$ cat config.mk
export PLATFORM = sky130hd
export DESIGN_NAME = ppg_heart_beat_detector
export DESIGN_NICKNAME = d
export VERILOG_FILES = /design/src/sv/ppg_hbd_pkg.sv /design/src/sv/ppg_hbd_ram.sv /design/src/sv/ppg_hbd_mac.sv /design/src/sv/ppg_hbd_div.sv /design/src/sv/ppg_hbd_ring.sv /design/src/sv/ppg_heart_beat_detector.sv
export SDC_FILE = /design/constraint.sdc
export NUM_CORES = 1
export LEC_CHECK = 0
export ABC_AREA = 1
export BUFFER_PORTS_ARGS = -buffer_cell sky130_fd_sc_hd__buf_2
export CORE_ASPECT_RATIO = 1.4
export CORE_MARGIN = 8
export CORE_UTILIZATION = 65
export CTS_CLUSTER_DIAMETER = 50
export CTS_CLUSTER_SIZE = 16
export DETAILED_ROUTE_END_ITERATION = 8
export GPL_TIMING_DRIVEN = 0
export PLACE_DENSITY = 0.89
export SLEW_MARGIN = 25
export SYNTH_ARGS = -nofsm -noshare
export SYNTH_HDL_FRONTEND = slang
export SYNTH_HIERARCHICAL = 1
export SYNTH_SLANG_ARGS = --single-unit
$ cat constraint.sdc
create_clock -name aclk -period 9 [get_ports aclk]
set_input_delay 0.9 -clock aclk [delete_from_list [all_inputs] [get_ports aclk]]
set_output_delay 0.9 -clock aclk [all_outputs]
set_load 0.1 [all_outputs]
$ cat src/sv/ppg_hbd_pkg.sv
// Shared widths, constants and register codes for the PPG heart-beat detector.
package ppg_hbd_pkg;

    localparam int SAMPLE_W = 18;
    localparam int TIME_W   = 32;
    localparam int WEIGHT_W = 16;
    localparam int IVL_W    = 16;
    localparam int RATE_W   = 16;
    localparam int FRAC_W   = 16;
    localparam int BASE_W   = SAMPLE_W + FRAC_W;
    localparam int DIFF_W   = BASE_W + 1;
    localparam int ACC_W    = DIFF_W + 1;
    localparam int DIV_N_W  = 24;
    localparam int DIV_D_W  = 16;

    localparam logic [DIV_N_W-1:0] RATE_NUMERATOR = 24'd15360000;

    localparam int HISTORY_DEPTH_DEF = 8;

    localparam int ADDR_W   = 4;
    localparam int APB_W    = 32;
    localparam int S_DATA_W = 56;
    localparam int M_DATA_W = 40;

    localparam logic [1:0] REG_NO_FINGER = 2'd0;
    localparam logic [1:0] REG_WEIGHT    = 2'd1;
    localparam logic [1:0] REG_MIN_IVL   = 2'd2;
    localparam logic [1:0] REG_MAX_IVL   = 2'd3;

    localparam logic [SAMPLE_W-1:0] NO_FINGER_RST = 18'd50000;
    localparam logic [WEIGHT_W-1:0] WEIGHT_RST    = 16'd1311;
    localparam logic [IVL_W-1:0]    MIN_IVL_RST   = 16'd270;
    localparam logic [IVL_W-1:0]    MAX_IVL_RST   = 16'd1500;

endpackage

$ cat src/sv/ppg_hbd_ram.sv
// Generic single-write, single-read RAM with registered read data.
module ppg_hbd_ram #(
    parameter int WIDTH = 16,
    parameter int DEPTH = 8,
    parameter int AW    = (DEPTH > 1) ? $clog2(DEPTH) : 1
) (
    input  logic             aclk,
    input  logic             we,
    input  logic [AW-1:0]    waddr,
    input  logic [WIDTH-1:0] wdata,
    input  logic [AW-1:0]    raddr,
    output logic [WIDTH-1:0] rdata
);

    logic [WIDTH-1:0] mem_reg [DEPTH];
    logic [WIDTH-1:0] rdata_reg;

    always_ff @(posedge aclk) begin
        if (we) begin
            mem_reg[waddr] <= wdata;
        end
        rdata_reg <= mem_reg[raddr];
    end

    assign rdata = rdata_reg;

endmodule

$ cat src/sv/ppg_hbd_mac.sv
// Bit-serial signed-by-unsigned multiplier giving floor(weight * diff / 2^16).
module ppg_hbd_mac import ppg_hbd_pkg::*; (
    input  logic                     aclk,
    input  logic                     aresetn,
    input  logic                     start,
    input  logic signed [DIFF_W-1:0] diff,
    input  logic [WEIGHT_W-1:0]      weight,
    output logic                     done,
    output logic signed [DIFF_W-1:0] product
);

    localparam int CNT_W = $clog2(WEIGHT_W);
    localparam logic [CNT_W-1:0] LAST_STEP = CNT_W'(WEIGHT_W - 1);

    logic                     busy_reg, busy_next;
    logic                     done_reg, done_next;
    logic [CNT_W-1:0]         count_reg, count_next;
    logic [WEIGHT_W-1:0]      wsr_reg, wsr_next;
    logic signed [DIFF_W-1:0] diff_reg, diff_next;
    logic signed [ACC_W-1:0]  acc_reg, acc_next;
    logic signed [ACC_W-1:0]  addend;
    logic signed [ACC_W-1:0]  acc_sum;

    always_comb begin
        addend     = wsr_reg[0] ? ACC_W'(diff_reg) : '0;
        acc_sum    = acc_reg + addend;
        busy_next  = busy_reg;
        done_next  = 1'b0;
        count_next = count_reg;
        wsr_next   = wsr_reg;
        diff_next  = diff_reg;
        acc_next   = acc_reg;
        if (start) begin
            busy_next  = 1'b1;
            count_next = '0;
            wsr_next   = weight;
            diff_next  = diff;
            acc_next   = '0;
        end else if (busy_reg) begin
            acc_next   = acc_sum >>> 1;
            wsr_next   = wsr_reg >> 1;
            count_next = count_reg + CNT_W'(1);
            if (count_reg == LAST_STEP) begin
                busy_next = 1'b0;
                done_next = 1'b1;
            end
        end
    end

    always_ff @(posedge aclk) begin
        if (!aresetn) begin
            busy_reg <= 1'b0;
            done_reg <= 1'b0;
        end else begin
            busy_reg <= busy_next;
            done_reg <= done_next;
        end
        count_reg <= count_next;
        wsr_reg   <= wsr_next;
        diff_reg  <= diff_next;
        acc_reg   <= acc_next;
    end

    assign done    = done_reg;
    assign product = acc_reg[DIFF_W-1:0];

endmodule

$ cat src/sv/ppg_hbd_div.sv
// Restoring divider producing one quotient bit per cycle.
module ppg_hbd_div import ppg_hbd_pkg::*; (
    input  logic               aclk,
    input  logic               aresetn,
    input  logic               start,
    input  logic [DIV_N_W-1:0] dividend,
    input  logic [DIV_D_W-1:0] divisor,
    output logic               done,
    output logic [DIV_N_W-1:0] quotient
);

    localparam int CNT_W = $clog2(DIV_N_W);
    localparam logic [CNT_W-1:0] LAST_STEP = CNT_W'(DIV_N_W - 1);

    logic               busy_reg, busy_next;
    logic               done_reg, done_next;
    logic [CNT_W-1:0]   count_reg, count_next;
    logic [DIV_N_W-1:0] quo_reg, quo_next;
    logic [DIV_D_W-1:0] rem_reg, rem_next;
    logic [DIV_D_W-1:0] dvs_reg, dvs_next;
    logic [DIV_D_W:0]   shifted;
    logic [DIV_D_W:0]   trial;
    logic               fits;

    always_comb begin
        shifted    = {rem_reg, quo_reg[DIV_N_W-1]};
        trial      = shifted - {1'b0, dvs_reg};
        fits       = shifted >= {1'b0, dvs_reg};
        busy_next  = busy_reg;
        done_next  = 1'b0;
        count_next = count_reg;
        quo_next   = quo_reg;
        rem_next   = rem_reg;
        dvs_next   = dvs_reg;
        if (start) begin
            busy_next  = 1'b1;
            count_next = '0;
            quo_next   = dividend;
            rem_next   = '0;
            dvs_next   = divisor;
        end else if (busy_reg) begin
            rem_next   = fits ? trial[DIV_D_W-1:0] : shifted[DIV_D_W-1:0];
            quo_next   = {quo_reg[DIV_N_W-2:0], fits};
            count_next = count_reg + CNT_W'(1);
            if (count_reg == LAST_STEP) begin
                busy_next = 1'b0;
                done_next = 1'b1;
            end
        end
    end

    always_ff @(posedge aclk) begin
        if (!aresetn) begin
            busy_reg <= 1'b0;
            done_reg <= 1'b0;
        end else begin
            busy_reg <= busy_next;
            done_reg <= done_next;
        end
        count_reg <= count_next;
        quo_reg   <= quo_next;
        rem_reg   <= rem_next;
        dvs_reg   <= dvs_next;
    end

    assign done     = done_reg;
    assign quotient = quo_reg;

endmodule

$ cat src/sv/ppg_hbd_ring.sv
// Rate history: ring of recent beat rates with fill count and running sum.
module ppg_hbd_ring import ppg_hbd_pkg::*; #(
    parameter int HISTORY_DEPTH = HISTORY_DEPTH_DEF,
    parameter int CNT_W         = $clog2(HISTORY_DEPTH + 1),
    parameter int SUM_W         = RATE_W + CNT_W
) (
    input  logic              aclk,
    input  logic              aresetn,
    input  logic              store,
    input  logic [RATE_W-1:0] rate,
    output logic [SUM_W-1:0]  sum_new,
    output logic [CNT_W-1:0]  fill_new
);

    localparam int SLOT_W = (HISTORY_DEPTH > 1) ? $clog2(HISTORY_DEPTH) : 1;
    localparam logic [SLOT_W-1:0] LAST_SLOT = SLOT_W'(HISTORY_DEPTH - 1);
    localparam logic [CNT_W-1:0]  FULL_CNT  = CNT_W'(HISTORY_DEPTH);

    logic [SLOT_W-1:0] slot_reg, slot_next;
    logic [CNT_W-1:0]  fill_reg, fill_next;
    logic [SUM_W-1:0]  sum_reg, sum_next;
    logic [RATE_W-1:0] ram_rdata;
    logic [RATE_W-1:0] old_rate;

    ppg_hbd_ram #(
        .WIDTH (RATE_W),
        .DEPTH (HISTORY_DEPTH),
        .AW    (SLOT_W)
    ) u_ram (
        .aclk  (aclk),
        .we    (store),
        .waddr (slot_reg),
        .wdata (rate),
        .raddr (slot_reg),
        .rdata (ram_rdata)
    );

    // unwritten slots read as zero until the ring has wrapped once
    always_comb begin
        old_rate  = (fill_reg == FULL_CNT) ? ram_rdata : '0;
        sum_new   = sum_reg - SUM_W'(old_rate) + SUM_W'(rate);
        fill_new  = (fill_reg == FULL_CNT) ? fill_reg : fill_reg + CNT_W'(1);
        slot_next = slot_reg;
        fill_next = fill_reg;
        sum_next  = sum_reg;
        if (store) begin
            slot_next = (slot_reg == LAST_SLOT) ? '0 : slot_reg + SLOT_W'(1);
            fill_next = fill_new;
            sum_next  = sum_new;
        end
    end

    always_ff @(posedge aclk) begin
        if (!aresetn) begin
            slot_reg <= '0;
            fill_reg <= '0;
            sum_reg  <= '0;
        end else begin
            slot_reg <= slot_next;
            fill_reg <= fill_next;
            sum_reg  <= sum_next;
        end
    end

    a_fill_bounded: assert property (@(posedge aclk) disable iff (!aresetn)
        fill_reg <= FULL_CNT)
        else $error("ring fill count beyond depth");

    a_slot_bounded: assert property (@(posedge aclk) disable iff (!aresetn)
        slot_reg <= LAST_SLOT)
        else $error("ring slot beyond depth");

    a_store_counts: assert property (@(posedge aclk) disable iff (!aresetn)
        (store && fill_reg != FULL_CNT) |=> fill_reg == $past(fill_reg) + CNT_W'(1))
        else $error("ring fill count did not advance on store");

endmodule

$ cat src/sv/ppg_heart_beat_detector.sv
// PPG heart-beat detector top level: sample intake, baseline, beat sequencing, APB registers.
// One sample transaction in, one result transaction out. A sample below the no-finger level
// goes from its check straight to the result; a sample that is blended into the baseline runs
// the 16-step serial multiplier for the baseline blend; a sample that yields an accepted beat
// adds two 24-step passes of the shared restoring divider (rate, then mean). A new sample
// is taken only when the previous one has finished its work; a finished result may still be
// waiting on the output register while the next sample is taken. The rate history ring
// needs no clearing pass after reset.
module ppg_heart_beat_detector import ppg_hbd_pkg::*; #(
    parameter int HISTORY_DEPTH = HISTORY_DEPTH_DEF
) (
    input  logic                aclk,
    input  logic                aresetn,
    input  logic                s_tvalid,
    output logic                s_tready,
    input  logic [S_DATA_W-1:0] s_tdata,  // ir_sample[17:0], timestamp_ms[49:18], zero pad
    output logic                m_tvalid,
    input  logic                m_tready,
    output logic [M_DATA_W-1:0] m_tdata,  // beat_detected[0], finger_present[1],
                                          // current_bpm[17:2], average_bpm[33:18], zero pad
    input  logic                psel,
    input  logic                penable,
    input  logic                pwrite,
    input  logic [ADDR_W-1:0]   paddr,
    input  logic [APB_W-1:0]    pwdata,
    output logic [APB_W-1:0]    prdata,
    output logic                pready
);

    localparam int CNT_W = $clog2(HISTORY_DEPTH + 1);
    localparam int SUM_W = RATE_W + CNT_W;

    localparam logic [2:0] ST_IDLE  = 3'd0;
    localparam logic [2:0] ST_CHECK = 3'd1;
    localparam logic [2:0] ST_BLEND = 3'd2;
    localparam logic [2:0] ST_CROSS = 3'd3;
    localparam logic [2:0] ST_RATE  = 3'd4;
    localparam logic [2:0] ST_MEAN  = 3'd5;
    localparam logic [2:0] ST_DONE  = 3'd6;

    logic [SAMPLE_W-1:0] nfl_reg;
    logic [WEIGHT_W-1:0] weight_reg;
    logic [IVL_W-1:0]    min_ivl_reg;
    logic [IVL_W-1:0]    max_ivl_reg;
    logic                cfg_write;
    logic [1:0]          cfg_index;

    logic [2:0]          state_reg, state_next;
    logic [SAMPLE_W-1:0] sample_reg, sample_next;
    logic [TIME_W-1:0]   now_reg, now_next;
    logic [BASE_W-1:0]   baseline_reg, baseline_next;
    logic                seeded_reg, seeded_next;
    logic                rising_reg, rising_next;
    logic [TIME_W-1:0]   last_reg, last_next;
    logic [RATE_W-1:0]   latest_reg, latest_next;
    logic [RATE_W-1:0]   mean_reg, mean_next;
    logic                beat_reg, beat_next;
    logic                finger_reg, finger_next;
    logic                m_tvalid_reg, m_tvalid_next;
    logic [M_DATA_W-1:0] m_tdata_reg, m_tdata_next;

    logic [BASE_W-1:0]        scaled;
    logic signed [DIFF_W-1:0] blend_diff;
    logic signed [DIFF_W-1:0] blend_prod;
    logic signed [DIFF_W-1:0] blend_sum;
    logic                     mac_start;
    logic                     mac_done;
    logic [TIME_W-1:0]        ibi;
    logic                     ibi_ok;
    logic                     div_start;
    logic                     div_done;
    logic [DIV_N_W-1:0]       div_dividend;
    logic [DIV_D_W-1:0]       div_divisor;
    logic [DIV_N_W-1:0]       div_quotient;
    logic [RATE_W-1:0]        rate_sat;
    logic                     ring_store;
    logic [SUM_W-1:0]         sum_new;
    logic [CNT_W-1:0]         fill_new;
    logic                     in_accept;
    logic                     out_free;

    // configuration registers
    assign pready    = 1'b1;
    assign cfg_write = psel && penable && pwrite;
    assign cfg_index = paddr[3:2];

    always_ff @(posedge aclk) begin
        if (!aresetn) begin
            nfl_reg     <= NO_FINGER_RST;
            weight_reg  <= WEIGHT_RST;
            min_ivl_reg <= MIN_IVL_RST;
            max_ivl_reg <= MAX_IVL_RST;
        end else if (cfg_write) begin
            case (cfg_index)
                REG_NO_FINGER: nfl_reg     <= pwdata[SAMPLE_W-1:0];
                REG_WEIGHT:    weight_reg  <= pwdata[WEIGHT_W-1:0];
                REG_MIN_IVL:   min_ivl_reg <= pwdata[IVL_W-1:0];
                REG_MAX_IVL:   max_ivl_reg <= pwdata[IVL_W-1:0];
                default: begin
                end
            endcase
        end
    end

    always_comb begin
        case (cfg_index)
            REG_NO_FINGER: prdata = APB_W'(nfl_reg);
            REG_WEIGHT:    prdata = APB_W'(weight_reg);
            REG_MIN_IVL:   prdata = APB_W'(min_ivl_reg);
            REG_MAX_IVL:   prdata = APB_W'(max_ivl_reg);
            default:       prdata = '0;
        endcase
    end

    // datapath units
    ppg_hbd_mac u_mac (
        .aclk    (aclk),
        .aresetn (aresetn),
        .start   (mac_start),
        .diff    (blend_diff),
        .weight  (weight_reg),
        .done    (mac_done),
        .product (blend_prod)
    );

    ppg_hbd_div u_div (
        .aclk     (aclk),
        .aresetn  (aresetn),
        .start    (div_start),
        .dividend (div_dividend),
        .divisor  (div_divisor),
        .done     (div_done),
        .quotient (div_quotient)
    );

    ppg_hbd_ring #(
        .HISTORY_DEPTH (HISTORY_DEPTH),
        .CNT_W         (CNT_W),
        .SUM_W         (SUM_W)
    ) u_ring (
        .aclk     (aclk),
        .aresetn  (aresetn),
        .store    (ring_store),
        .rate     (rate_sat),
        .sum_new  (sum_new),
        .fill_new (fill_new)
    );

    assign s_tready  = (state_reg == ST_IDLE);
    assign in_accept = s_tvalid && s_tready;
    assign out_free  = !m_tvalid_reg || m_tready;

    // blend: new = old + floor(w * (scaled - old) / 2^16)
    assign scaled     = {sample_reg, FRAC_W'(0)};
    assign blend_diff = $signed({1'b0, scaled}) - $signed({1'b0, baseline_reg});
    assign blend_sum  = $signed({1'b0, baseline_reg}) + blend_prod;

    assign ibi    = now_reg - last_reg;
    assign ibi_ok = (last_reg != '0) && (ibi > TIME_W'(min_ivl_reg))
                    && (ibi < TIME_W'(max_ivl_reg));

    assign rate_sat = (div_quotient[DIV_N_W-1:RATE_W] != '0) ? {RATE_W{1'b1}}
                                                              : div_quotient[RATE_W-1:0];

    always_comb begin
        div_dividend = (state_reg == ST_CROSS) ? RATE_NUMERATOR : DIV_N_W'(sum_new);
        div_divisor  = (state_reg == ST_CROSS) ? ibi[DIV_D_W-1:0] : DIV_D_W'(fill_new);
    end

    always_comb begin
        state_next    = state_reg;
        sample_next   = sample_reg;
        now_next      = now_reg;
        baseline_next = baseline_reg;
        seeded_next   = seeded_reg;
        rising_next   = rising_reg;
        last_next     = last_reg;
        latest_next   = latest_reg;
        mean_next     = mean_reg;
        beat_next     = beat_reg;
        finger_next   = finger_reg;
        m_tvalid_next = m_tvalid_reg;
        m_tdata_next  = m_tdata_reg;
        mac_start     = 1'b0;
        div_start     = 1'b0;
        ring_store    = 1'b0;

        if (m_tvalid_reg && m_tready) begin
            m_tvalid_next = 1'b0;
        end

        case (state_reg)
            ST_IDLE: begin
                if (in_accept) begin
                    sample_next = s_tdata[SAMPLE_W-1:0];
                    now_next    = s_tdata[SAMPLE_W+TIME_W-1:SAMPLE_W];
                    state_next  = ST_CHECK;
                end
            end
            ST_CHECK: begin
                beat_next   = 1'b0;
                finger_next = (sample_reg >= nfl_reg);
                if (sample_reg < nfl_reg) begin
                    state_next = ST_DONE;
                end else if (!seeded_reg) begin
                    baseline_next = scaled;
                    seeded_next   = 1'b1;
                    state_next    = ST_CROSS;
                end else begin
                    mac_start  = 1'b1;
                    state_next = ST_BLEND;
                end
            end
            ST_BLEND: begin
                if (mac_done) begin
                    baseline_next = blend_sum[BASE_W-1:0];
                    state_next    = ST_CROSS;
                end
            end
            ST_CROSS: begin
                state_next = ST_DONE;
                if (scaled > baseline_reg) begin
                    if (!rising_reg) begin
                        rising_next = 1'b1;
                        last_next   = now_reg;
                        if (ibi_ok) begin
                            div_start  = 1'b1;
                            state_next = ST_RATE;
                        end
                    end
                end else begin
                    rising_next = 1'b0;
                end
            end
            ST_RATE: begin
                if (div_done) begin
                    latest_next = rate_sat;
                    ring_store  = 1'b1;
                    div_start   = 1'b1;
                    state_next  = ST_MEAN;
                end
            end
            ST_MEAN: begin
                if (div_done) begin
                    mean_next  = div_quotient[RATE_W-1:0];
                    beat_next  = 1'b1;
                    state_next = ST_DONE;
                end
            end
            ST_DONE: begin
                if (out_free) begin
                    m_tvalid_next = 1'b1;
                    m_tdata_next  = M_DATA_W'({mean_reg, latest_reg, finger_reg, beat_reg});
                    state_next    = ST_IDLE;
                end
            end
            default: begin
                state_next = ST_IDLE;
            end
        endcase
    end

    always_ff @(posedge aclk) begin
        if (!aresetn) begin
            state_reg    <= ST_IDLE;
            seeded_reg   <= 1'b0;
            rising_reg   <= 1'b0;
            last_reg     <= '0;
            latest_reg   <= '0;
            mean_reg     <= '0;
            m_tvalid_reg <= 1'b0;
        end else begin
            state_reg    <= state_next;
            seeded_reg   <= seeded_next;
            rising_reg   <= rising_next;
            last_reg     <= last_next;
            latest_reg   <= latest_next;
            mean_reg     <= mean_next;
            m_tvalid_reg <= m_tvalid_next;
        end
        sample_reg   <= sample_next;
        now_reg      <= now_next;
        baseline_reg <= baseline_next;
        beat_reg     <= beat_next;
        finger_reg   <= finger_next;
        m_tdata_reg  <= m_tdata_next;
    end

    assign m_tvalid = m_tvalid_reg;
    assign m_tdata  = m_tdata_reg;

    a_accept_starts: assert property (@(posedge aclk) disable iff (!aresetn)
        in_accept |=> state_reg == ST_CHECK)
        else $error("accepted sample did not start processing");

    a_seed_sticks: assert property (@(posedge aclk) disable iff (!aresetn)
        seeded_reg |=> seeded_reg)
        else $error("baseline seed flag cleared without reset");

    a_mean_sets_beat: assert property (@(posedge aclk) disable iff (!aresetn)
        (state_reg == ST_MEAN && div_done) |=> (state_reg == ST_DONE && beat_reg))
        else $error("mean completion did not flag a beat");

    a_no_finger_no_beat: assert property (@(posedge aclk) disable iff (!aresetn)
        (state_reg == ST_CHECK && sample_reg < nfl_reg) |=> (!beat_reg && !finger_reg))
        else $error("no-finger sample flagged");

endmodule
=== Yosys cells after proc, flatten, opt, wreduce, memory -nomap -nowiden ===
Memory sizes are Yosys's and may differ from the RTL's. A register that Yosys moved wholly into a read port is not among the register bits.
Index checks and enable logic that the tools add are counted.

* Multiplexer cells: 53
* Reductions and logical operators: 31
* Order comparisons: 6
* $add $sub $neg: 11
* Bitwise operators: 5
* Equal/unequal tests: 20

{| class="wikitable"
|+ Operators by type and width
! kind !! count
|-
| 32-bit case mux with 4 select lines || 1
|-
| 34-bit two-way mux || 3
|-
| 16-bit two-way mux || 5
|-
| 24-bit two-way mux || 3
|-
| 34-bit case mux with 2 select lines || 1
|-
| 35-bit by 36-bit adder with 36-bit output || 1
|-
| 36-bit two-way mux || 1
|-
| 34-bit by 34-bit subtractor with 35-bit output || 1
|-
| 34-bit adder || 1
|-
| 34-bit greater-than comparator || 1
|-
| 32-bit by 16-bit greater-than comparator with 1-bit output || 1
|-
| 32-bit by 16-bit < comparator with 1-bit output || 1
|-
| 32-bit nonzero test || 1
|-
| 32-bit subtractor || 1
|-
| 1-bit two-way mux || 24
|-
| 3-bit two-way mux || 7
|-
| 3-bit case mux with 7 select lines || 1
|-
| 20-bit by 16-bit adder with 20-bit output || 1
|-
| 2-bit AND reduction || 10
|-
| 20-bit by 16-bit subtractor with 20-bit output || 1
|-
| 18-bit >= comparator || 1
|-
| 18-bit < comparator || 1
|-
| 17-bit by 16-bit >= comparator with 1-bit output || 1
|-
| 16-bit subtractor || 1
|-
| 27 further kinds || 56
|}

* Output and inout port bits: 75
* Memory bits (writable): 128
* Memories kept: 1
* Logic and storage cells: 160
* Input port bits: 99
* Flip-flop bits (word level): 438

{| class="wikitable"
|+ Memory list
! memory !! words !! width !! read ports !! clocked after memory_dff !! wr ports !! line !! RTL
|-
| u_ring.u_ram.mem_reg || 8 || 16 || 1 || 1 || 1 || ppg_hbd_ram.sv:15 || <nowiki>logic [WIDTH-1:0] mem_reg [DEPTH];</nowiki>
|}

=== Depth between registers and ports, before layout ===
Gate-level depths: netlist (run 1).

* Depth in word-level cells: 9
* Gate-level depth with buffers: 33
* Mapped depth without buffers: 31

=== Modules after synthesis ===
The synthesis (run 1) kept the hierarchy.

{| class="wikitable"
|+ By module, submodules not included
! module !! area each (µm²) !! cells each !! times used !! seq. area each (µm²)
|-
| ppg_heart_beat_detector || 16,757.3 || 2,263 || 1 || 6,326.1
|-
| ppg_hbd_ram || 5,989.5 || 587 || 1 || 4,164.0
|-
| ppg_hbd_mac || 5,770.5 || 816 || 1 || 2,352.3
|-
| ppg_hbd_div || 3,706.1 || 474 || 1 || 1,661.6
|-
| ppg_hbd_ring || 2,976.6 || 485 || 1 || 540.5
|}

=== Worst setup path after synthesis (run 1) ===
OpenSTA, ideal clock, no wires.

* Path type: flip-flop to flip-flop
* Start point: reg now_reg[0]
* End point: reg u_div.quo_reg[0] (netlist: u_div/quotient[0]) (enable)
* Buffers on the path: 1
* Library setup time: 379 ps
* Path slack: 3,535 ps
* Arrival: 5,086 ps
* Clock period less this slack: 5,465 ps
* Data required time: 8,621 ps
* Cell stages (with the launch flop): 30
* Path through: edfxtp_1 inv_1 ha_1 inv_1 fa_1 nand2_1 nand2_1 nand3_1 nand2_1 nand2_1 nand2_1 xor2_1 ha_1 nand2_1 nor2_1 nand2_1 nor2_1 nand2_1 nand2_1 nor2_1 nor2_1 nand3_1 nor2_1 nand3_1 nor2_1 nand3_1 o21ai_0 clkbuf_1 nor2_1 inv_1

* Word-level cells in the longest chain between the ends: 9
* Elaborated cells on any way between the ends: 10
* Those cells by class: 1 x add/sub; 2 x order compare; 4 x mux; 3 x reduce/logical

{| class="wikitable"
|+ Ends and longest elaborated chain
! what !! line !! RTL
|-
| from (decl) || ppg_heart_beat_detector.sv:50 || <nowiki>logic [TIME_W-1:0] now_reg, now_next;</nowiki>
|-
| from (signal assigned) || ppg_heart_beat_detector.sv:282 || <nowiki>now_reg <= now_next;</nowiki>
|-
| 32-bit subtractor (*) || ppg_heart_beat_detector.sv:158 || <nowiki>assign ibi = now_reg - last_reg;</nowiki>
|-
| 32-bit by 16-bit greater-than comparator with 1-bit output || ppg_heart_beat_detector.sv:159 || <nowiki>assign ibi_ok = (last_reg != '0) && (ibi > TIME_W'(min_ivl_reg))</nowiki>
|-
| 1-bit logical AND || ppg_heart_beat_detector.sv:159 ||
|-
| 1-bit logical AND (*) || ppg_heart_beat_detector.sv:160 || <nowiki>&& (ibi < TIME_W'(max_ivl_reg));</nowiki>
|-
| 1-bit two-way mux (*) || ppg_heart_beat_detector.sv:226 || <nowiki>if (ibi_ok) begin</nowiki>
|-
| 1-bit two-way mux (*) || ppg_heart_beat_detector.sv:223 || <nowiki>if (!rising_reg) begin</nowiki>
|-
| 1-bit two-way mux (*) || ppg_heart_beat_detector.sv:222 || <nowiki>if (scaled > baseline_reg) begin</nowiki>
|-
| 1-bit case mux with 2 select lines (*) || ppg_heart_beat_detector.sv:192 || <nowiki>case (state_reg)</nowiki>
|-
| via div_start || ppg_heart_beat_detector.sv:70 || <nowiki>logic div_start;</nowiki>
|-
| 2-bit nonzero test (no source line) (*) || -- ||
|-
| to (signal assigned) || ppg_hbd_div.sv:61 || <nowiki>quo_reg <= quo_next;</nowiki>
|-
| to (decl) || ppg_hbd_div.sv:18 || <nowiki>logic [DIV_N_W-1:0] quo_reg, quo_next;</nowiki>
|}

The timed path passes the listed nets; every way through them passes the cells marked *.
A chain may end at the register's enable or synchronous reset.

=== Worst setup path in the final report (run 1) ===
* Start point: reg now_reg[0]
* End point: reg u_div.quo_reg[3] (netlist: u_div/quotient[3]) (enable)

Same word-level chain as after synthesis.

==> results.md, run 1 <==
Final layout:
- The finished layout cell area is 38500 sq um.
- The final layout contains 5165 nets.
- The number of flip-flops under the largest register name is 128.
- The non-filler instance count after layout is 5600.
- Counting the fill cells in the layout gives 4143.
- The proportion of layout cells with a drive suffix above 1 is 8.23%.
- Relative to the synthesized area, the layout overhead comes to 9.39%.

Critical path:
- The setup path with the least slack is of type reg2reg.
- Measured in cells, the most critical reg-to-reg path has a length of 29.
- Along the worst path, the maximum fanout reaches 25.
- The setup check on the worst reg-to-reg path leaves a slack of 2.73 ns.
- The stage delay of the slowest cell on the critical path is 0.95 ns.
- The launching point of the worst reg2reg path is now_reg[0].
- The most frequent cell on the critical path is sky130_fd_sc_hd__nand2_1.
- The arrival time at the worst endpoint is 6.33 ns.
- The worst setup path is captured at a flip-flop.
- The critical path's slowest cell is sky130_fd_sc_hd__clkinv_1.
- STA classifies the critical path startpoint as a flip-flop.
- For the worst setup path, the data required time is 9.05 ns.
- The capturing point of the worst reg2reg path is u_div/quotient[3].

Clocking:
- The number of levels the H-tree was split into is 2.
- The number of gates resized after CTS is 0.
- The longest clock path from root to sink contains 3 buffers.
- The TritonCTS sink count is 582.
- The clock reaches the later pin of the worst-skew pair after 0.61 ns.
- Hold repair after CTS inserted 0 buffers.
- The post-CTS setup buffer count is 0.
- TritonCTS built the clock tree.
- After clock tree synthesis, the clock-pin slew on the worst setup and hold paths is 0.07 ns.
- The number of buffers inserted during clock tree synthesis is 46.
- CTS placed an instance of sky130_fd_sc_hd__clkbuf_16 at the clock tree root.

Global route:
- The global router's overall resource usage is 30.3%.
- The initial antenna violation count is 4.
- The via count of the first global-routing pass is 30600.
- Entering global routing, the biggest net connects 30 pins.
- The leftover overflow at the end of global routing is 0.
- The first global-routing pass estimated 150000 um of wire.

Placed design:
- The number of cells in the design after placement is 5511.
- Summing all placed instances gives a cell area of 37100 sq um.
- The post-DP HPWL is 74000 um.
- Routability-driven placement finished with a final weighted congestion of 0.989.
- The worst setup slack before clock tree synthesis is 2.83 ns.
- The count of buffers added on input and output ports is 130.

STA:
- The worst path meets setup with 2.73 ns of slack.
- At the pin with the least slew margin, the transition time is 1.01 ns.
- Of the available clock period, the critical path in the final layout requires 69.7%.
- The final critical-path required period is 6.27 ns.
- Setup violations remaining at the end of the flow were counted as 0.
- The final max-slew violation count is 0.
- The achievable clock frequency is 159 MHz.
- The hold violation count in the final report is 0.
- Setup total negative slack on the finished layout was measured at 0 ns.
- Across the routed clock network, the largest skew measured is 0.0249 ns.
- Setup repair after global routing left no endpoint under its margin.
- Measured against its own limit, the worst slew margin works out to 32.4%.

Floorplanning:
- The vertical die dimension is 291 um.
- The overall die width is 213 um.
- The placeable core region is 53800 sq um.
- In this run the core area contains 101 standard-cell rows.
- The die covers 62000 sq um.
- 174 I/O pins were placed.
- The initial utilization of the core area, before any placement, comes to 65.4%.

Hold path:
- The origin of the worst min-delay path is latest_reg[8].
- The type of the most critical hold path is reg2reg.
- The worst-case hold path end point is m_tdata[10].
- The worst hold path passes through 0 cells.

Detailed routing:
- The count of unresolved DRC violations after routing is 0.
- In this run, the number of DRC markers left after iteration 0 of detailed routing was 2615.
- Dividing the detail-routed wire length by the instance count gives 17.2 um.
- The number of vias per cell after detailed routing is 5.57.
- Summed over all layers, the routed wires come to 96200 um.
- The first TritonRoute pass finished after 5 iterations.
- The final route contains 31200 vias.
- The detail route stage leaves a number of antenna-violating nets equal to 0.

Yosys:
- The average cell area after synthesis is 7.61 sq um.
- The synthesized netlist devotes 25.3% of its cell area to simple gates.
- Synthesis inferred 582 register bits.
- The synthesized netlist contains 63 unique library cells.
- Summing the areas of all xor and xnor instances in the mapped netlist gives 2.36% of the synthesized area.
- After synthesis, flip-flops and latches occupy 42.7% of the total area.
- By area, the combinational part of the netlist is dominated by simple AND/OR/NAND/NOR gates.
- The number of synthesis warnings is 6.
- The arithmetic-cell share of the synthesized area counting full adders, half adders and majority gates is 8.53%.
- In the synthesized netlist, the number of instances is 4625.
- The synthesized netlist devotes 9.81% of its cell area to compound gates.
- The multiplexer area fraction after synthesis is 0%.
- The synthesized netlist occupies a cell area of 35200 sq um.

Run status:
- The run finished with clean final reports.

Job:
- The number of max-cap violations is 0.

Power and ir drop:
- Dividing total power by cell area gives a power density of 237 nW/um^2.
- The analysis attributes to cell leakage a power of 18.8 nW.
- The maximum VDD drop is 311 uV.
==> routing by layer <==
metal	up-vias	share of wire [%]	track usage [%]
met4	0	8.2	22.2
li1	15100	-	-
met5	-	0	0
met1	14200	36	32.5
met2	1413	48	52.1
met3	456	8.2	6.17
==> logic make-up (layout without fill, tap and decap cells) <==
| kind of cell | Yosys count | after routing |
|---|---|---|
| compound gates | 622 | 622 |
| simple gates | 2117 | 2117 |
| flops | 582 | 582 |
| other cells | 2 | 26 |
| buf+inv | 979 | 1209 |
| fa+ha+maj | 228 | 228 |
| xor+xnor | 95 | 95 |
==> cells in the final DEF, fill, tap and decap left out, drive strengths merged, types with 9 or more instances in the layout <==
cell	count
a21oi	291
a31oi	11
buf	206
clkbuf	142
conb	22
dfxtp	243
edfxtp	339
fa	20
ha	208
inv	854
nand2	1369
nand3	264
nand3b	24
nand4	27
nor2	350
nor3	49
nor4	9
o211ai	20
o21ai	234
o21bai	37
or2	14
xnor2	34
xor2	61
==> Yosys cell counts, drive strengths merged <==
master        number  share of area (%)
a211oi             2              0.043
a21boi             5               0.11
a21o               4              0.085
a21oi            291                4.4
a221oi             3              0.075
a31o               2              0.050
a31oi             11               0.20
and2               6               0.11
and3               2              0.036
buf               61                1.4
clkbuf            66               0.73
clkinv             2              0.021
conb               2              0.021
dfxtp            243                 14
dlymetal6s2s       1              0.036
edfxtp           339                 29
fa                20                1.1
ha               208                7.4
inv              849                9.1
nand2           1369                 15
nand3            264                3.9
nand3b            24               0.52
nand4             27               0.52
nor2             350                3.9
nor3              49               0.79
nor3b              3              0.078
nor4               9               0.22
o2111ai            3              0.075
o211ai            20               0.43
o21a               6               0.13
o21ai            234                3.4
o21bai            37               0.79
o221ai             1              0.025
o22ai              2              0.036
o31ai              1              0.021
or2               14               0.25
xnor2             34               0.85
xor2              61                1.5
==> worst max-delay path by stage <==
stage | from | end | cells after the start
finish | now_reg[0] | u_div/quotient[3] | 29
global route | now_reg[0] | u_div/quotient[14] | 29
CTS | now_reg[0] | u_div/quotient[14] | 29
detailed placement | now_reg[0] | u_div/quotient[5] | 29
global placement | now_reg[0] | u_div/quotient[6] | 28
floorplan | now_reg[0] | u_div/quotient[0] | 29
==> stage by stage <==
| stage | utilization, % | hold slack [ns] | power [mW] |
|---|---|---|---|
| 2_1_floorplan | - | 0.400 | 6.11 |
| 3_3_place_gp | 68.4 | 0.413 | 6.93 |
| 3_5_place_dp | 68.9 | 0.414 | 7.07 |
| 4_1_cts | 71.5 | 0.429 | 9.08 |
| 5_1_grt | 71.5 | 0.439 | 9.68 |
| 6_report | 71.5 | 0.428 | 9.13 |
==> critical path: cells and delay by family (launching register included) <==
kind | cells | cell delay (ns)
flops | 1 | 0.45
fa+ha+maj | 3 | 0.82
simple gates | 19 | 2.20
buf+inv | 5 | 1.62
xor+xnor | 1 | 0.45
compound gates | 1 | 0.11
==> final cells by class <==
cell class	count	area [sq um]	area share (%)
multi-input cells	3084	16300	42.4
flip-flops and latches	582	15000	39.1
inverters	851	3190	8.30
clock buffers	76	1340	3.47
well taps	721	902	2.34
repair buffers	145	846	2.20
plain buffers	128	748	1.94
clock inverters	9	83.8	0.218
diodes	4	10.0	0.0260
==> power by group <==
| group | internal [mW] | leakage (nW) | switching, mW |
|---|---|---|---|
| clock network | 1.03 | 0.683 | 0.973 |
| registers | 3.21 | 5.40 | 0.302 |
| logic | 1.21 | 12.7 | 2.40 |
| total | 5.45 | 18.8 | 3.68 |
(Power assumes the default switching activity.)
==> inputs of run 2 (changes only) <==
--- a/config.mk
+++ b/config.mk
@@ -5,16 +5,16 @@
 export SDC_FILE = /design/constraint.sdc
 export NUM_CORES = 1
 export LEC_CHECK = 0
-export ABC_AREA = 1
+export ABC_AREA = 0
 export BUFFER_PORTS_ARGS = -buffer_cell sky130_fd_sc_hd__buf_2
 export CORE_ASPECT_RATIO = 1.4
 export CORE_MARGIN = 8
-export CORE_UTILIZATION = 65
+export CORE_UTILIZATION = 62
 export CTS_CLUSTER_DIAMETER = 50
 export CTS_CLUSTER_SIZE = 16
 export DETAILED_ROUTE_END_ITERATION = 8
 export GPL_TIMING_DRIVEN = 0
-export PLACE_DENSITY = 0.89
+export PLACE_DENSITY = 0.86
 export SLEW_MARGIN = 25
 export SYNTH_ARGS = -nofsm -noshare
 export SYNTH_HDL_FRONTEND = slang
==> constraint.sdc (replaced) <==
create_clock -name aclk -period 6.1 [get_ports aclk]
set_input_delay 0.61 -clock aclk [delete_from_list [all_inputs] [get_ports aclk]]
set_output_delay 0.61 -clock aclk [all_outputs]
set_load 0.1 [all_outputs]
==> run 2 against run 1 <==
The flow now finishes with violations (negative setup slack). Worst setup slack worse by 2.8 ns. Non-clock buffer count is 44 higher. Register-to-register slack lost 2.8 ns. Clock skew increased by 0.018 ns. Clock power rose by 59%. Highest routed layer is now met5.
==> results.md, run 2 <==
STA:
- The total negative slack for setup checks came to -0.450 ns (-0.450 ns).
- The headroom to the max-slew limit came to 36.4% (+4.0 points).
- The hold violation count in the final report is 0 (unchanged).
- The worst hold slack across all endpoints is 0.161 ns (-0.267 ns).
- The final critical-path required period was 6.14 ns (-0.133 ns).
- The final setup violation count was 22 (+22).
- The final max-slew violation count came to 0 (unchanged).
- The achievable clock frequency is 163 MHz (+2.2%).
- The period utilization is 101% (+31 points).
- Setup repair after global routing could not meet its margin everywhere.
- The final clock skew was 0.0428 ns (+0.0179 ns).
- The slew at the pin closest to its max-slew limit is 0.941 ns (-0.0688 ns).
- The post-layout worst setup margin came to -0.0390 ns (-2.77 ns).

Yosys:
- The register area share after synthesis is 45.8% (+3.0 points).
- The number of synthesis warnings was 6 (unchanged).
- The flip-flop and latch count after synthesis was 582 (unchanged).
- Sorting the synthesized cells by how often they occur yields sky130_fd_sc_hd__edfxtp_1 (339), sky130_fd_sc_hd__nand2_1 (329), sky130_fd_sc_hd__dfxtp_1 (243), sky130_fd_sc_hd__inv_1 (229), sky130_fd_sc_hd__ha_1 (208).
- The synthesized instance count came to 3163 (-32%).
- The top-area cell type share of the netlist area was 31.0% (+2.0 points).
- The largest area contributor in the netlist is sky130_fd_sc_hd__edfxtp_1.
- The combined area of all synthesized cells is 32900 sq um (-6.6%).
- The number of flops mapped to enable cells by yosys is 339 (unchanged).
- By instance count, the leading cell after synthesis is sky130_fd_sc_hd__edfxtp_1.
- In the post-synthesis netlist, the biggest area contributors are sky130_fd_sc_hd__edfxtp_1 (31%), sky130_fd_sc_hd__dfxtp_1 (15%), sky130_fd_sc_hd__ha_1 (7.9%).
- The distinct cell type count after synthesis is 105 (+67%).
- In the synthesized netlist the dominant register cell turns out to be sky130_fd_sc_hd__edfxtp_1.
- The proportion of register bits with asynchronous set or reset after synthesis came to 0% (unchanged).
- The average cell area after synthesis was 10.4 sq um (+37%).

Final layout:
- The count of inserted antenna diode cells is 0 (-4).
- In the layout the commonest cells are sky130_fd_sc_hd__edfxtp_1 (339), sky130_fd_sc_hd__nand2_1 (329), sky130_fd_sc_hd__dfxtp_1 (242), sky130_fd_sc_hd__inv_1 (228), sky130_fd_sc_hd__ha_1 (205).
- The number of nets in the final layout was 3730 (-28%).
- The proportion of layout cells with a drive suffix above 1 is 13.9% (+5.7 points).
- The number of filler cells placed in the layout was 3896 (-6.0%).
- The final design utilization was 69.8% (-1.7 points).
- The synthesis-to-layout area growth is 12.1%.
- The finished layout cell area is 36900 sq um (-4.3%).
- The number of flip-flops under the largest register name was 128 (unchanged).
- The non-filler instance count after layout is 4156 (-26%).
- The most common cell after layout, fill and taps aside is sky130_fd_sc_hd__edfxtp_1.

Power and ir drop:
- The power density normalized to cell area is 325 nW/um^2 (+37%).
- The total leakage power is 14.8 nW (-21%).
- The maximum VDD drop is 316 uV (+1.7%).
- The final total power is 12.0 mW (+31%).

Critical path:
- The required time of the worst setup path is 6.47 ns (-2.58 ns).
- Among all stages on the critical path, the largest delay is contributed by sky130_fd_sc_hd__or4_4.
- The critical path goes through ha_1 > nor2b_1 > o31a_1 > o41a_1 > o21ai_2 > nor2b_4 > o21bai_1 > a21oi_2 > xnor2_2 > ha_1 > nand4_1 > nor3_1 > or4_4 > nor4_4 > o2111ai_2 > a211oi_2 > nand4_1 > or4_4 > nor4_4 > a21o_4 > buf_12 > clkbuf_16 > mux2_2.
- The cell family contributing the most delay on the critical path is simple AND/OR/NAND/NOR gates.
- The stage delay of the slowest cell on the critical path is 0.54 ns (-0.41 ns).
- The total buffers and inverters traversed by the critical path is 2 (-3).
- The worst setup path is captured at a flip-flop.
- The type of element launching the critical path is a flip-flop.
- The critical-path maximum fanout was 6 (-76%).
- The arrival time at the worst endpoint is 6.51 ns (+0.18 ns).
- The worst setup path is of the reg2reg kind.

Placed design:
- The post-DP HPWL is 62500 um (-16%).
- The number of cells in the design after placement is 4040 (-27%).
- The area after detailed placement is 34700 sq um (-6.3%).
- The count of input and output buffers is 130 (unchanged).
- The routability congestion estimate from global placement is 0.978 (-1.1%).
- The worst setup slack before clock tree synthesis is -0.936 ns (-3.76 ns).

Global route:
- The largest net degree at the start of global routing is 51 (+70%).
- The initial antenna violation count is 1 (-3).
- The leftover overflow at the end of global routing is 0 (unchanged).
- The via count of the first global-routing pass is 25300 (-17%).
- The global router's overall resource usage is 27.2% (-3.1 points).
- The wire length of the first global-routing pass is 132000 um (-12%).

Floorplanning:
- The die area is 60800 sq um (-1.9%).
- The starting utilization of the core area is 62.3% (-3.1 points).
- The count of boundary I/O pins came to 174 (unchanged).
- The placeable core region is 52800 sq um (-1.9%).
- The number of rows created at floorplan is 100 (-0.99%).
- The vertical die dimension is 288 um (-0.98%).
- The overall die width is 211 um (-0.96%).

Detailed routing:
- The count of unresolved DRC violations after routing is 0 (unchanged).
- The number of routed nets with antenna violations was 0 (unchanged).
- The via total after detailed routing is 25300 (-19%).
- The final routed wire length divided by cell count is 20.4 um (+19%).
- The post-detailed-routing wire length was 84800 um (-12%).
- The first-pass iteration count of the detailed router is 6 (+1).
- The number of design-rule violations left by the first detailed-router iteration is 2019 (-23%).
- The number of vias per cell after detailed routing is 6.08 (+9.2%).

Clocking:
- The clock transition at the registers of the reported paths came to 0.07 ns (about the same).
- The worst-skew pair later-pin latency came to 0.62 ns (about the same).
- The number of buffers inserted during clock tree synthesis was 49 (+6.5%).
- The TritonCTS sink count was 582 (unchanged).
- The buffer cell driving the clock tree root is sky130_fd_sc_hd__clkbuf_16.
- The number of buffers on the longest clock path is 3 (unchanged).
- TritonCTS built the clock tree.
- The number of levels the H-tree was split into came to 2 (unchanged).

Run status:
- The final reports fail on negative setup slack.
- The run finished, with violations left.

Hold path:
- The type of the most critical hold path is in2reg.

Job:
- The number of max-cap violations came to 0 (unchanged).
## run 2: cell types whose count changed in the layout (fill, tap and decap cells not counted), moves of 55 or more
cell / previous run / this run
sky130_fd_sc_hd__o21ai_0: 181 / 119
sky130_fd_sc_hd__nor2b_1: 0 / 70
sky130_fd_sc_hd__nand3_1: 252 / 58
sky130_fd_sc_hd__a21o_1: 4 / 67
sky130_fd_sc_hd__a21boi_0: 2 / 65
sky130_fd_sc_hd__mux2i_1: 0 / 77
sky130_fd_sc_hd__inv_1: 837 / 228
sky130_fd_sc_hd__a21oi_1: 268 / 154
sky130_fd_sc_hd__mux2_2: 0 / 55
sky130_fd_sc_hd__and2_1: 6 / 92
sky130_fd_sc_hd__nor2_1: 327 / 179
sky130_fd_sc_hd__nand2_1: 1332 / 329
## run 2: final timing paths
| check | start | to | slack [ns] | cells after the start |
|---|---|---|---|---|
| worst max-delay path | now_reg[1] | u_div/quotient[16] | -0.04 | 23 |
| worst min-delay path | s_tdata[10] | sample_reg[10] | 0.16 | 1 |
| worst max register to register | now_reg[1] | u_div/quotient[16] | -0.04 | 23 |
| worst min register to register | beat_reg | m_tdata[0] | 0.42 | 0 |
## run 2: routing by layer
| metal | global-route usage, % | part of all wire, % | wire (um) |
|---|---|---|---|
| met5 | 0 | 0.018 | 15 |
| met4 | 12.6 | 5.0 | 4260 |
| met3 | 4.79 | 7.3 | 6200 |
| met2 | 48.4 | 50 | 42000 |
| met1 | 31.5 | 38 | 32300 |
## run 2: logic make-up (layout without fill, tap and decap cells)
family	count (synthesis)	in the layout	share of synthesized area, %
buffers and inverters	379	637	5.03
and+or+nand+nor	986	986	14.9
xor gates and xnor gates	137	137	3.65
other	2	22	0.0228
DFF	582	582	45.8
muxes	183	183	7.95
AOI/OAI and AO/OA	666	667	13.6
adders and majority gates	228	228	9.13
## run 2: cell type report
class | count | area, sq um | area share, %
Clock buffer | 72 | 1370 | 3.71
Tap cell | 714 | 893 | 2.42
Timing Repair Buffer | 170 | 1090 | 2.95
Multi-Input combinational cell | 2223 | 16500 | 44.8
Inverter | 229 | 863 | 2.34
Clock inverter | 18 | 220 | 0.597
Sequential cell | 582 | 15000 | 40.8
Buffer | 147 | 848 | 2.30
Timing Repair inverter | 1 | 7.51 | 0.0204
## run 2: power breakdown
| group | internal [mW] | total (mW) | switching [mW] |
|---|---|---|---|
| registers | 4.50 | 4.79 | 0.284 |
| logic | 1.57 | 4.01 | 2.44 |
| clock network | 1.65 | 3.18 | 1.53 |
## run 2: repair_timing
| item | 4_1_cts | 5_1_grt |
|---|---|---|
| setup buffers | 11 | 15 |
| cloned | 2 | 1 |
| resized for setup | 32 | 25 |
| endpoints found under the setup margin | 71 | 81 |
| pin swaps | 5 | 19 |
| endpoints found under the hold margin | 0 | 0 |
| hold buffers | 0 | 0 |
